$ cat config.mk
export PLATFORM = sky130hd
export DESIGN_NAME = rgb_color_classifier
export DESIGN_NICKNAME = d
export VERILOG_FILES = /design/src/rtl/core/rgbcc_pkg.sv /design/src/rtl/core/rgbcc_csr.sv /design/src/rtl/core/rgbcc_classify.sv /design/src/rtl/core/rgbcc_div.sv /design/src/rtl/core/rgb_color_classifier.sv
export SDC_FILE = /design/constraint.sdc
export NUM_CORES = 2
export LEC_CHECK = 0
export BUFFER_PORTS_ARGS = -buffer_cell sky130_fd_sc_hd__buf_2
export CAP_MARGIN = 20
export CORE_UTILIZATION = 45
export DETAILED_ROUTE_END_ITERATION = 6
export HOLD_SLACK_MARGIN = 0.02
export SYNTH_ARGS = -nofsm -noshare
export SYNTH_HDL_FRONTEND = slang
export SYNTH_HIERARCHICAL = 1
export SYNTH_SLANG_ARGS = --single-unit
$ cat constraint.sdc
create_clock -name clock -period 8.7 [get_ports clock]
set_clock_uncertainty 0.1 [all_clocks]
set_input_delay 0.435 -clock clock [delete_from_list [all_inputs] [get_ports clock]]
set_output_delay 0.435 -clock clock [all_outputs]
set_load 0.02 [all_outputs]
$ cat src/rtl/core/rgbcc_pkg.sv
// rgbcc_pkg: shared types, color codes, register indexes and the tone table
// of the color classifier. No dependencies.
package rgbcc_pkg;

   // shared divider geometry: 16-bit divisor, 10-bit quotient
   localparam int DIVS_W     = 16;
   localparam int QUO_W      = 10;
   localparam int DIVD_W     = DIVS_W + QUO_W;
   localparam int CSR_ADDR_W = 3;

   localparam logic [3:0] COLOR_DARK     = 4'd0;
   localparam logic [3:0] COLOR_WHITE    = 4'd1;
   localparam logic [3:0] COLOR_YELLOW   = 4'd2;
   localparam logic [3:0] COLOR_MAGENTA  = 4'd3;
   localparam logic [3:0] COLOR_CYAN     = 4'd4;
   localparam logic [3:0] COLOR_RED      = 4'd5;
   localparam logic [3:0] COLOR_GREEN    = 4'd6;
   localparam logic [3:0] COLOR_BLUE     = 4'd7;
   localparam logic [3:0] COLOR_UNDEF    = 4'd8;
   localparam logic [3:0] NONE_ANNOUNCED = 4'd15;

   localparam logic REG_LUX_LOW    = 1'b0;
   localparam logic REG_DARK_TOTAL = 1'b1;

   typedef struct packed {
      logic [15:0] red;
      logic [15:0] green;
      logic [15:0] blue;
      logic [15:0] lux;
   } req_type;

   typedef struct packed {
      logic [3:0] color_code;
      logic [9:0] saturation_tenths;
      logic       tone_start;
      logic [9:0] tone_hz;
      logic [7:0] brightness;
      logic [7:0] led_red;
      logic [7:0] led_green;
      logic [7:0] led_blue;
      logic       low_light;
      logic       alert_start;
   } rsp_type;

   typedef struct packed {
      logic [15:0] lux_low_limit;
      logic [17:0] dark_total_limit;
   } cfg_type;

   typedef struct packed {
      logic              start;
      logic [DIVD_W-1:0] dividend;
      logic [DIVS_W-1:0] divisor;
   } div_req_type;

   typedef struct packed {
      logic             done;
      logic [QUO_W-1:0] quotient;
   } div_rsp_type;

   typedef struct packed {
      logic [3:0]  code;
      logic [15:0] max_ch;
      logic [15:0] min_ch;
   } class_type;

   function automatic logic [9:0] tone_hz_of(input logic [3:0] code);
      logic [9:0] hz;
      case (code)
         COLOR_WHITE:   hz = 10'd523;
         COLOR_YELLOW:  hz = 10'd294;
         COLOR_MAGENTA: hz = 10'd349;
         COLOR_CYAN:    hz = 10'd440;
         COLOR_RED:     hz = 10'd262;
         COLOR_GREEN:   hz = 10'd330;
         COLOR_BLUE:    hz = 10'd392;
         default:       hz = 10'd0;
      endcase
      return hz;
   endfunction

endpackage

$ cat src/rtl/core/rgbcc_csr.sv
// rgbcc_csr: APB-style register file for the two light limits.
// Depends on rgbcc_pkg.
module rgbcc_csr import rgbcc_pkg::*; (
   input  logic                  clock,
   input  logic                  reset,
   input  logic                  psel,
   input  logic                  penable,
   input  logic                  pwrite,
   input  logic [CSR_ADDR_W-1:0] paddr,
   input  logic [31:0]           pwdata,
   output logic [31:0]           prdata,
   output logic                  pready,
   output cfg_type               cfg
);

   cfg_type cfg_ff, cfg_in;
   logic    wr_en;

   assign pready = 1'b1;
   assign wr_en  = psel && penable && pwrite;

   always_comb begin
      cfg_in = cfg_ff;
      if (wr_en) begin
         case (paddr[2])
            REG_LUX_LOW:    cfg_in.lux_low_limit    = pwdata[15:0];
            REG_DARK_TOTAL: cfg_in.dark_total_limit = pwdata[17:0];
            default:        cfg_in = cfg_ff;
         endcase
      end
   end

   always_comb begin
      case (paddr[2])
         REG_LUX_LOW:    prdata = {16'd0, cfg_ff.lux_low_limit};
         REG_DARK_TOTAL: prdata = {14'd0, cfg_ff.dark_total_limit};
         default:        prdata = 32'd0;
      endcase
   end

   always_ff @(posedge clock) begin
      if (reset) begin
         cfg_ff.lux_low_limit    <= 16'd50;
         cfg_ff.dark_total_limit <= 18'd100;
      end else begin
         cfg_ff <= cfg_in;
      end
   end

   assign cfg = cfg_ff;

endmodule

$ cat src/rtl/core/rgbcc_classify.sv
// rgbcc_classify: ordered color tests as exact cross-multiplications,
// plus channel max and min. Depends on rgbcc_pkg.
module rgbcc_classify import rgbcc_pkg::*; (
   input  req_type     item,
   input  logic [17:0] dark_limit,
   output class_type   cls
);

   logic [23:0] r, g, b, s, mx, mn;
   logic [3:0]  code;

   always_comb begin
      r  = {8'd0, item.red};
      g  = {8'd0, item.green};
      b  = {8'd0, item.blue};
      s  = r + g + b;
      mx = r;
      if (g > mx) mx = g;
      if (b > mx) mx = b;
      mn = r;
      if (g < mn) mn = g;
      if (b < mn) mn = b;

      if (s < {6'd0, dark_limit})
         code = COLOR_DARK;
      else if (24'd5 * mn > 24'd3 * mx)
         code = COLOR_WHITE;
      else if (24'd5 * r > 24'd4 * mx && 24'd5 * g > 24'd4 * mx && 24'd2 * b < mx)
         code = COLOR_YELLOW;
      else if (24'd5 * r > 24'd4 * mx && 24'd5 * b > 24'd4 * mx && 24'd2 * g < mx)
         code = COLOR_MAGENTA;
      else if (24'd5 * g > 24'd4 * mx && 24'd5 * b > 24'd4 * mx && 24'd2 * r < mx)
         code = COLOR_CYAN;
      else if (24'd5 * r > 24'd6 * g && 24'd5 * r > 24'd6 * b)
         code = COLOR_RED;
      else if (24'd5 * g > 24'd6 * r && 24'd5 * g > 24'd6 * b)
         code = COLOR_GREEN;
      else if (24'd5 * b > 24'd6 * r && 24'd5 * b > 24'd6 * g)
         code = COLOR_BLUE;
      else if (24'd20 * r > 24'd9 * s && 24'd10 * g > 24'd3 * s && 24'd4 * b < s)
         code = COLOR_YELLOW;
      else if (24'd20 * g > 24'd9 * s && 24'd10 * r < 24'd3 * s && 24'd10 * b < 24'd3 * s)
         code = COLOR_GREEN;
      else if (24'd20 * b > 24'd9 * s && 24'd10 * r < 24'd3 * s && 24'd10 * g < 24'd3 * s)
         code = COLOR_BLUE;
      else
         code = COLOR_UNDEF;

      cls.code   = code;
      cls.max_ch = mx[15:0];
      cls.min_ch = mn[15:0];
   end

endmodule

$ cat src/rtl/core/rgbcc_div.sv
// rgbcc_div: shared restoring divider, one quotient bit per cycle.
// Needs dividend < divisor * 2**QUO_W. Depends on rgbcc_pkg.
module rgbcc_div import rgbcc_pkg::*; (
   input  logic        clock,
   input  logic        reset,
   input  div_req_type div_req,
   output div_rsp_type div_rsp
);

   localparam int CNT_W = $clog2(QUO_W);

   logic [DIVS_W-1:0] rem_ff, rem_in, divisor_ff, divisor_in;
   logic [QUO_W-1:0]  low_ff, low_in, quo_ff, quo_in;
   logic [CNT_W-1:0]  cnt_ff, cnt_in;
   logic              busy_ff, busy_in, done_ff, done_in;
   logic [DIVS_W:0]   cat, diff;
   logic              fits;

   always_comb begin
      cat  = {rem_ff, low_ff[QUO_W-1]};
      fits = cat >= {1'b0, divisor_ff};
      diff = cat - {1'b0, divisor_ff};

      rem_in     = rem_ff;
      low_in     = low_ff;
      quo_in     = quo_ff;
      divisor_in = divisor_ff;
      cnt_in     = cnt_ff;
      busy_in    = busy_ff;
      done_in    = 1'b0;

      if (div_req.start) begin
         // upper bits already sit below the divisor
         rem_in     = div_req.dividend[DIVD_W-1 -: DIVS_W];
         low_in     = div_req.dividend[QUO_W-1:0];
         divisor_in = div_req.divisor;
         quo_in     = '0;
         cnt_in     = '0;
         busy_in    = 1'b1;
      end else if (busy_ff) begin
         rem_in = fits ? diff[DIVS_W-1:0] : cat[DIVS_W-1:0];
         low_in = {low_ff[QUO_W-2:0], 1'b0};
         quo_in = {quo_ff[QUO_W-2:0], fits};
         if (cnt_ff == CNT_W'(QUO_W - 1)) begin
            busy_in = 1'b0;
            done_in = 1'b1;
            cnt_in  = '0;
         end else begin
            cnt_in = cnt_ff + 1'b1;
         end
      end
   end

   always_ff @(posedge clock) begin
      if (reset) begin
         busy_ff <= 1'b0;
         done_ff <= 1'b0;
         cnt_ff  <= '0;
      end else begin
         busy_ff <= busy_in;
         done_ff <= done_in;
         cnt_ff  <= cnt_in;
      end
   end

   always_ff @(posedge clock) begin
      rem_ff     <= rem_in;
      low_ff     <= low_in;
      quo_ff     <= quo_in;
      divisor_ff <= divisor_in;
   end

   assign div_rsp.done     = done_ff;
   assign div_rsp.quotient = quo_ff;

endmodule

$ cat src/rtl/core/rgb_color_classifier.sv
// rgb_color_classifier: top level. Sequencer around one shared divider,
// classifier, register file and output register. Depends on rgbcc_pkg,
// rgbcc_csr, rgbcc_classify and rgbcc_div.
//
//   channel   ports                      direction  payload
//   request   req_valid/req_stall        in         req_type (red green blue lux)
//   response  rsp_valid/rsp_stall        out        rsp_type (color, LEDs, flags)
//   config    psel penable pwrite paddr  in/out     lux_low_limit @0, dark_total_limit @4
//
// An item passes from acceptance to a valid result through a classify step,
// then five divisions in turn on the shared divider (brightness, three LED
// levels, saturation), then a post step that registers the result.
// req_stall stays high from acceptance until the result is posted.
// A stalled result holds in the output register; the block still finishes the
// next item and waits in the post step until the register frees.
// Synchronous reset restores the limits to 50 and 100, forgets the last tone.
module rgb_color_classifier import rgbcc_pkg::*; (
   input  logic                  clock,
   input  logic                  reset,
   input  logic                  req_valid,
   output logic                  req_stall,
   input  req_type               req_data,
   output logic                  rsp_valid,
   input  logic                  rsp_stall,
   output rsp_type               rsp_data,
   input  logic                  psel,
   input  logic                  penable,
   input  logic                  pwrite,
   input  logic [CSR_ADDR_W-1:0] paddr,
   input  logic [31:0]           pwdata,
   output logic [31:0]           prdata,
   output logic                  pready
);

   typedef enum logic [4:0] {
      ST_IDLE     = 5'b00001,
      ST_CLASSIFY = 5'b00010,
      ST_LOAD     = 5'b00100,
      ST_RUN      = 5'b01000,
      ST_FINISH   = 5'b10000
   } state_type;

   // division jobs in issue order; LEDs need the brightness first
   localparam logic [2:0] JOB_BRIGHT = 3'd0;
   localparam logic [2:0] JOB_LED_R  = 3'd1;
   localparam logic [2:0] JOB_LED_G  = 3'd2;
   localparam logic [2:0] JOB_LED_B  = 3'd3;
   localparam logic [2:0] JOB_SAT    = 3'd4;

   localparam logic [15:0] LUX_FLOOR    = 16'd10;
   localparam logic [15:0] LUX_CEIL     = 16'd1000;
   localparam logic [7:0]  BRIGHT_MIN   = 8'd10;
   localparam logic [7:0]  BRIGHT_MAX   = 8'd255;
   localparam int          BRIGHT_SLOPE = 245;
   localparam int          SAT_SCALE    = 1000;

   cfg_type     cfg;
   class_type   cls;
   div_req_type div_req;
   div_rsp_type div_rsp;

   state_type state_ff, state_in;
   req_type   item_ff, item_in;
   class_type cls_ff, cls_in;
   logic [2:0] job_ff, job_in;
   logic [7:0] br_ff, br_in, led_r_ff, led_r_in, led_g_ff, led_g_in, led_b_ff, led_b_in;
   logic [9:0] sat_ff, sat_in;
   logic [3:0] last_ann_ff, last_ann_in;
   logic       alert_latched_ff, alert_latched_in;
   rsp_type    rsp_ff, rsp_in;
   logic       rsp_valid_ff, rsp_valid_in;

   logic [15:0]       ch_sel;
   logic [7:0]        ch_clamp;
   logic [15:0]       led_prod;
   logic [DIVD_W-1:0] lux_prod, sat_prod;
   logic              rsp_free, low, tone;

   rgbcc_csr u_csr (
      .clock   (clock),
      .reset   (reset),
      .psel    (psel),
      .penable (penable),
      .pwrite  (pwrite),
      .paddr   (paddr),
      .pwdata  (pwdata),
      .prdata  (prdata),
      .pready  (pready),
      .cfg     (cfg)
   );

   rgbcc_classify u_classify (
      .item       (item_ff),
      .dark_limit (cfg.dark_total_limit),
      .cls        (cls)
   );

   rgbcc_div u_div (
      .clock   (clock),
      .reset   (reset),
      .div_req (div_req),
      .div_rsp (div_rsp)
   );

   assign req_stall = (state_ff != ST_IDLE);
   assign rsp_valid = rsp_valid_ff;
   assign rsp_data  = rsp_ff;
   assign rsp_free  = !rsp_valid_ff || !rsp_stall;

   // operands for the divider: pick channel, clamp to 255, scale by brightness
   always_comb begin
      case (job_ff)
         JOB_LED_R: ch_sel = item_ff.red;
         JOB_LED_G: ch_sel = item_ff.green;
         default:   ch_sel = item_ff.blue;
      endcase
      ch_clamp = (ch_sel > 16'd255) ? 8'd255 : ch_sel[7:0];
      led_prod = {8'd0, ch_clamp} * {8'd0, br_ff};
      lux_prod = DIVD_W'(item_ff.lux) * DIVD_W'(BRIGHT_SLOPE);
      sat_prod = DIVD_W'(cls_ff.max_ch - cls_ff.min_ch) * DIVD_W'(SAT_SCALE);
   end

   always_comb begin
      div_req.start = (state_ff == ST_LOAD);
      case (job_ff)
         JOB_BRIGHT: begin
            div_req.dividend = lux_prod;
            div_req.divisor  = LUX_CEIL;
         end
         JOB_LED_R, JOB_LED_G, JOB_LED_B: begin
            div_req.dividend = DIVD_W'(led_prod);
            div_req.divisor  = DIVS_W'(BRIGHT_MAX);
         end
         JOB_SAT: begin
            div_req.dividend = sat_prod;
            div_req.divisor  = cls_ff.max_ch;
         end
         default: begin
            div_req.dividend = '0;
            div_req.divisor  = '0;
         end
      endcase
   end

   always_comb begin
      state_in         = state_ff;
      item_in          = item_ff;
      cls_in           = cls_ff;
      job_in           = job_ff;
      br_in            = br_ff;
      led_r_in         = led_r_ff;
      led_g_in         = led_g_ff;
      led_b_in         = led_b_ff;
      sat_in           = sat_ff;
      last_ann_in      = last_ann_ff;
      alert_latched_in = alert_latched_ff;
      rsp_in           = rsp_ff;
      rsp_valid_in     = rsp_valid_ff && rsp_stall;

      low  = item_ff.lux < cfg.lux_low_limit;
      tone = (cls_ff.code != COLOR_DARK) && (cls_ff.code != COLOR_UNDEF) &&
             (cls_ff.code != last_ann_ff);

      case (state_ff)
         ST_IDLE: begin
            if (req_valid) begin
               item_in  = req_data;
               state_in = ST_CLASSIFY;
            end
         end
         ST_CLASSIFY: begin
            cls_in   = cls;
            job_in   = JOB_BRIGHT;
            state_in = ST_LOAD;
         end
         ST_LOAD: begin
            state_in = ST_RUN;
         end
         ST_RUN: begin
            if (div_rsp.done) begin
               case (job_ff)
                  JOB_BRIGHT: begin
                     if (item_ff.lux < LUX_FLOOR)
                        br_in = BRIGHT_MIN;
                     else if (item_ff.lux > LUX_CEIL)
                        br_in = BRIGHT_MAX;
                     else
                        br_in = BRIGHT_MIN + div_rsp.quotient[7:0];
                  end
                  JOB_LED_R: led_r_in = div_rsp.quotient[7:0];
                  JOB_LED_G: led_g_in = div_rsp.quotient[7:0];
                  JOB_LED_B: led_b_in = div_rsp.quotient[7:0];
                  JOB_SAT:   sat_in = (cls_ff.max_ch == 16'd0) ? 10'd0 : div_rsp.quotient;
                  default:   sat_in = sat_ff;
               endcase
               if (job_ff == JOB_SAT) begin
                  state_in = ST_FINISH;
               end else begin
                  job_in   = job_ff + 3'd1;
                  state_in = ST_LOAD;
               end
            end
         end
         ST_FINISH: begin
            // post only when the output register is free; otherwise hold
            if (rsp_free) begin
               rsp_in.color_code        = cls_ff.code;
               rsp_in.saturation_tenths = sat_ff;
               rsp_in.tone_start        = tone;
               rsp_in.tone_hz           = tone ? tone_hz_of(cls_ff.code) : 10'd0;
               rsp_in.brightness        = br_ff;
               rsp_in.led_red           = led_r_ff;
               rsp_in.led_green         = led_g_ff;
               rsp_in.led_blue          = led_b_ff;
               rsp_in.low_light         = low;
               rsp_in.alert_start       = low && !alert_latched_ff;
               rsp_valid_in             = 1'b1;
               if (tone) last_ann_in = cls_ff.code;
               alert_latched_in = low;
               state_in         = ST_IDLE;
            end
         end
         default: begin
            state_in = ST_IDLE;
         end
      endcase
   end

   always_ff @(posedge clock) begin
      if (reset) begin
         state_ff         <= ST_IDLE;
         job_ff           <= JOB_BRIGHT;
         last_ann_ff      <= NONE_ANNOUNCED;
         alert_latched_ff <= 1'b0;
         rsp_valid_ff     <= 1'b0;
      end else begin
         state_ff         <= state_in;
         job_ff           <= job_in;
         last_ann_ff      <= last_ann_in;
         alert_latched_ff <= alert_latched_in;
         rsp_valid_ff     <= rsp_valid_in;
      end
   end

   always_ff @(posedge clock) begin
      item_ff  <= item_in;
      cls_ff   <= cls_in;
      br_ff    <= br_in;
      led_r_ff <= led_r_in;
      led_g_ff <= led_g_in;
      led_b_ff <= led_b_in;
      sat_ff   <= sat_in;
      rsp_ff   <= rsp_in;
   end

   // the divider reports only while the sequencer waits for it
   a_done_in_run: assert property (@(posedge clock) disable iff (reset)
      div_rsp.done |-> state_ff == ST_RUN)
      else $error("divider finished outside the run step");

   // a tone is never sounded for dark or undefined samples
   a_tone_named: assert property (@(posedge clock) disable iff (reset)
      rsp_valid_ff && rsp_ff.tone_start |->
         rsp_ff.color_code != COLOR_DARK && rsp_ff.color_code != COLOR_UNDEF &&
         rsp_ff.tone_hz != 10'd0)
      else $error("tone posted for an unnamed color");

   // an alert only opens a low-light period
   a_alert_low: assert property (@(posedge clock) disable iff (reset)
      rsp_valid_ff && rsp_ff.alert_start |-> rsp_ff.low_light)
      else $error("alert without low light");

   // a new result is posted only into a free output register
   a_post_free: assert property (@(posedge clock) disable iff (reset)
      state_ff == ST_FINISH && state_in == ST_IDLE |-> rsp_free)
      else $error("result overwrote a pending item");

   a_bright_floor: assert property (@(posedge clock) disable iff (reset)
      rsp_valid_ff |-> rsp_ff.brightness >= BRIGHT_MIN)
      else $error("brightness below floor");

endmodule
==> metrics.txt <==
crit path capture type=register; unrepaired setup endpoints after global routing=yes; slowest cell on the critical path=or4_1; async set-or-reset flop fraction in the synthesized netlist=0%; #FFs+latches synth=307; GRT Total Usage=27.6%; R2R depth=37; largest net degree at the start of global routing=78; wire length of the first global-routing pass=194000 µm; Crit Path Class=register to register; final setup fails=0; min Tclk post-route=between 8 and 9 ns; total CTS buffers=37; worst min path class=input pin to register; DRT iter0 DRCs=2798; clock latency on the worst-skew pair=0.59 ns; top_reg_cell synth=edfxtp_1; Worst R2R Setup Slack=0.39 ns; # port buffers=168; drt wl/cell=21.9 µm; die width=303 µm; top cells by count, synth=ha_1 (834), inv_1 (389), a21oi_1 (326); Die ar.=0.0916 mm²; clk sinks=slightly above 300; Synth-to-Final Area Change=13.0%; final core occ=around 52%; r2r endpoint=cls_ff[32]; post-synthesis sequential area ratio=21.1%; Post-DP HPWL=103000 µm; CP required=around 8.9 ns; total gr overflow=0; largest area contributor in the netlist=ha_1; hold path endpoint=rsp_valid; synth top area cells=ha_1 (26%), edfxtp_1 (18%), fa_1 (8.8%), a21oi_1 (4.0%), inv_1 (3.6%); via count=34100; Yosys cell types=114; die height=303 µm; pre-CTS setup slack=0.0525 ns; DRT Pass-1 Iters=6; Slew Viols, Final=0; I/O Pins=200; clock buffer depth=3; initial antenna violation count=4; nets=5790; core area=around 0.09 mm²; Cells after Synth=4296; # rows=109; Tcrit/Tclk final=a little over nine tenths; CTS H-tree depth=2; Worst EP arrival=8.50 ns; worst-margin pin slew=about 1.1 ns; TritonCTS clock tree=built; final wirelength=128000 µm; DRC viols=0; vias in the first global route=32400; Fmax=between 100 and 150 MHz; EDFF count, synth=243; Clock transition at path regs=0.06 ns; share of cells above drive strength 1=11.2%; Post-Synthesis Cell Area=0.0407 mm²; Max-Cap Viols=0; TNS Setup=0 ns; Initial Util=45.8%; Ys Warns=6; reg-to-reg startpoint=item_ff[55]; element type at the critical path start=register; hold depth=3; Max stage delay on crit path=0.64 ns; Yosys top cell area share=25.6%; Hold Startpoint=rsp_stall; DR vias/cell=5.81; Hold Fails Final Rpt=0; Slew headroom=24.1%; count leader, synth=ha_1; syn avg cell area=9.47 µm²; Final WS setup=around 0.39 ns; Placer Congestion=0.953; CTS root buf=clkbuf_16; critical path peak fanout=6; status=completed; Routed Antenna Nets=0
==> registers in the layout, indices dropped and copies added, names as in the netlist, 5 cells and up <==
| register | count |
|---|---|
| rsp_data | 59 |
| led_b_ff | 8 |
| u_csr/cfg | 34 |
| led_g_ff | 8 |
| cls_ff | 36 |
| br_ff | 8 |
| u_div/low_ff | 10 |
| sat_ff | 10 |
| led_r_ff | 8 |
| item_ff | 64 |
| u_div/divisor_ff | 16 |
| state_ff | 5 |
| u_div/rem_ff | 16 |
| u_div/quo_ff | 10 |
==> worst max-delay path by stage <==
stage / startpoint / end / slack (ns)
after global routing: item_ff[55] / cls_ff[32] / -0.06
after global placement: item_ff[47] / cls_ff[32] / 0.14
final: item_ff[55] / cls_ff[32] / 0.39
after floorplan: item_ff[63] / cls_ff[32] / 0.02
after detailed placement: item_ff[47] / cls_ff[32] / 0.05
after CTS: item_ff[46] / cls_ff[32] / 0.008
==> cell usage in the layout (no fill, tap or decap), types with 11 or more instances in the layout <==
cell	count
or3_1	15
a21boi_0	14
nor3_1	65
nor2b_1	102
and3_1	25
a21oi_1	318
dlygate4sd3_1	77
a22o_1	11
xor2_1	86
conb_1	15
nor4_1	29
dfxtp_1	64
mux2i_1	76
o21a_1	56
inv_1	388
o21ai_1	13
a211oi_1	52
and4_1	16
clkbuf_16	37
mux2_2	33
nand3_1	53
a41oi_1	13
ha_1	834
buf_4	161
nand4_1	80
and2_1	26
nand2b_1	97
fa_1	178
o22ai_1	15
o211ai_1	38
a21o_1	167
o21ai_0	179
a31oi_1	32
a211o_1	13
o21bai_1	48
xnor2_1	156
buf_2	168
edfxtp_1	243
nor2_1	243
nand2_1	198
==> timing repair <==
action	in CTS	in global routing
gates resized for setup	0	43
hold buffers	76	1
endpoints found under the setup margin	0	4
buffers inserted	0	4
endpoints found under the hold margin	90	1
==> cell families after synthesis <==
group,after synthesis,synth area share [%]
AND/OR/NAND/NOR,1006,12.8
flip-flops,307,21.1
other,2,0.0185
adder cells (fa/ha/maj),1022,34.7
AO/OA/AOI/OAI,1119,18.4
buffers and inverters,481,4.87
multiplexers,116,2.96
XOR/XNOR,243,5.25
==> worst max-delay path, delay by kind of cell (launching register included) <==
family          cells  cell delay [ns]
simple gates        7             1.80
buf+inv             4             0.54
fa+ha+maj           4             1.17
flops               1             0.37
compound gates     20             3.49
mux                 2             0.50
==> area by class of cell <==
cell class                      instances  area (µm²)
Fill cell                            8318       42900
Multi-Input combinational cell       3524       30400
Sequential cell                       307        8580
Timing Repair Buffer                  409        2850
Inverter                              393        1480
Tap cell                             1165        1460
Clock buffer                           46         980
Clock inverter                         20         253
Antenna cell                            1        2.50
==> layer usage <==
metal | vias to the layer above | track usage [%] | part of all wire (%) | routed length [µm]
li1 | 16500 | - | - | -
met3 | 204 | 3.26 | 6.4 | 8250
met1 | 16300 | 37.8 | 45 | 57400
met2 | 1088 | 45.1 | 45 | 58000
met5 | - | 0 | 0 | 0
met4 | 0 | 9.19 | 3.6 | 4550
==> metrics by stage <==
step | area, µm² | cells | hold slack, ns
final | 46000 | 5865 | 0.0697
after global routing | 46000 | 5864 | 0.0575
after CTS | 45700 | 5855 | 0.0310
after detailed placement | 43700 | 5713 | 0.305
after global placement | 43700 | 5713 | 0.302
after floorplan | 40700 | 4309 | 0.300
Power is left out: the tool's default activity adds up to more than one toggle a clock period on the data nets, which glitch-free logic cannot reach.
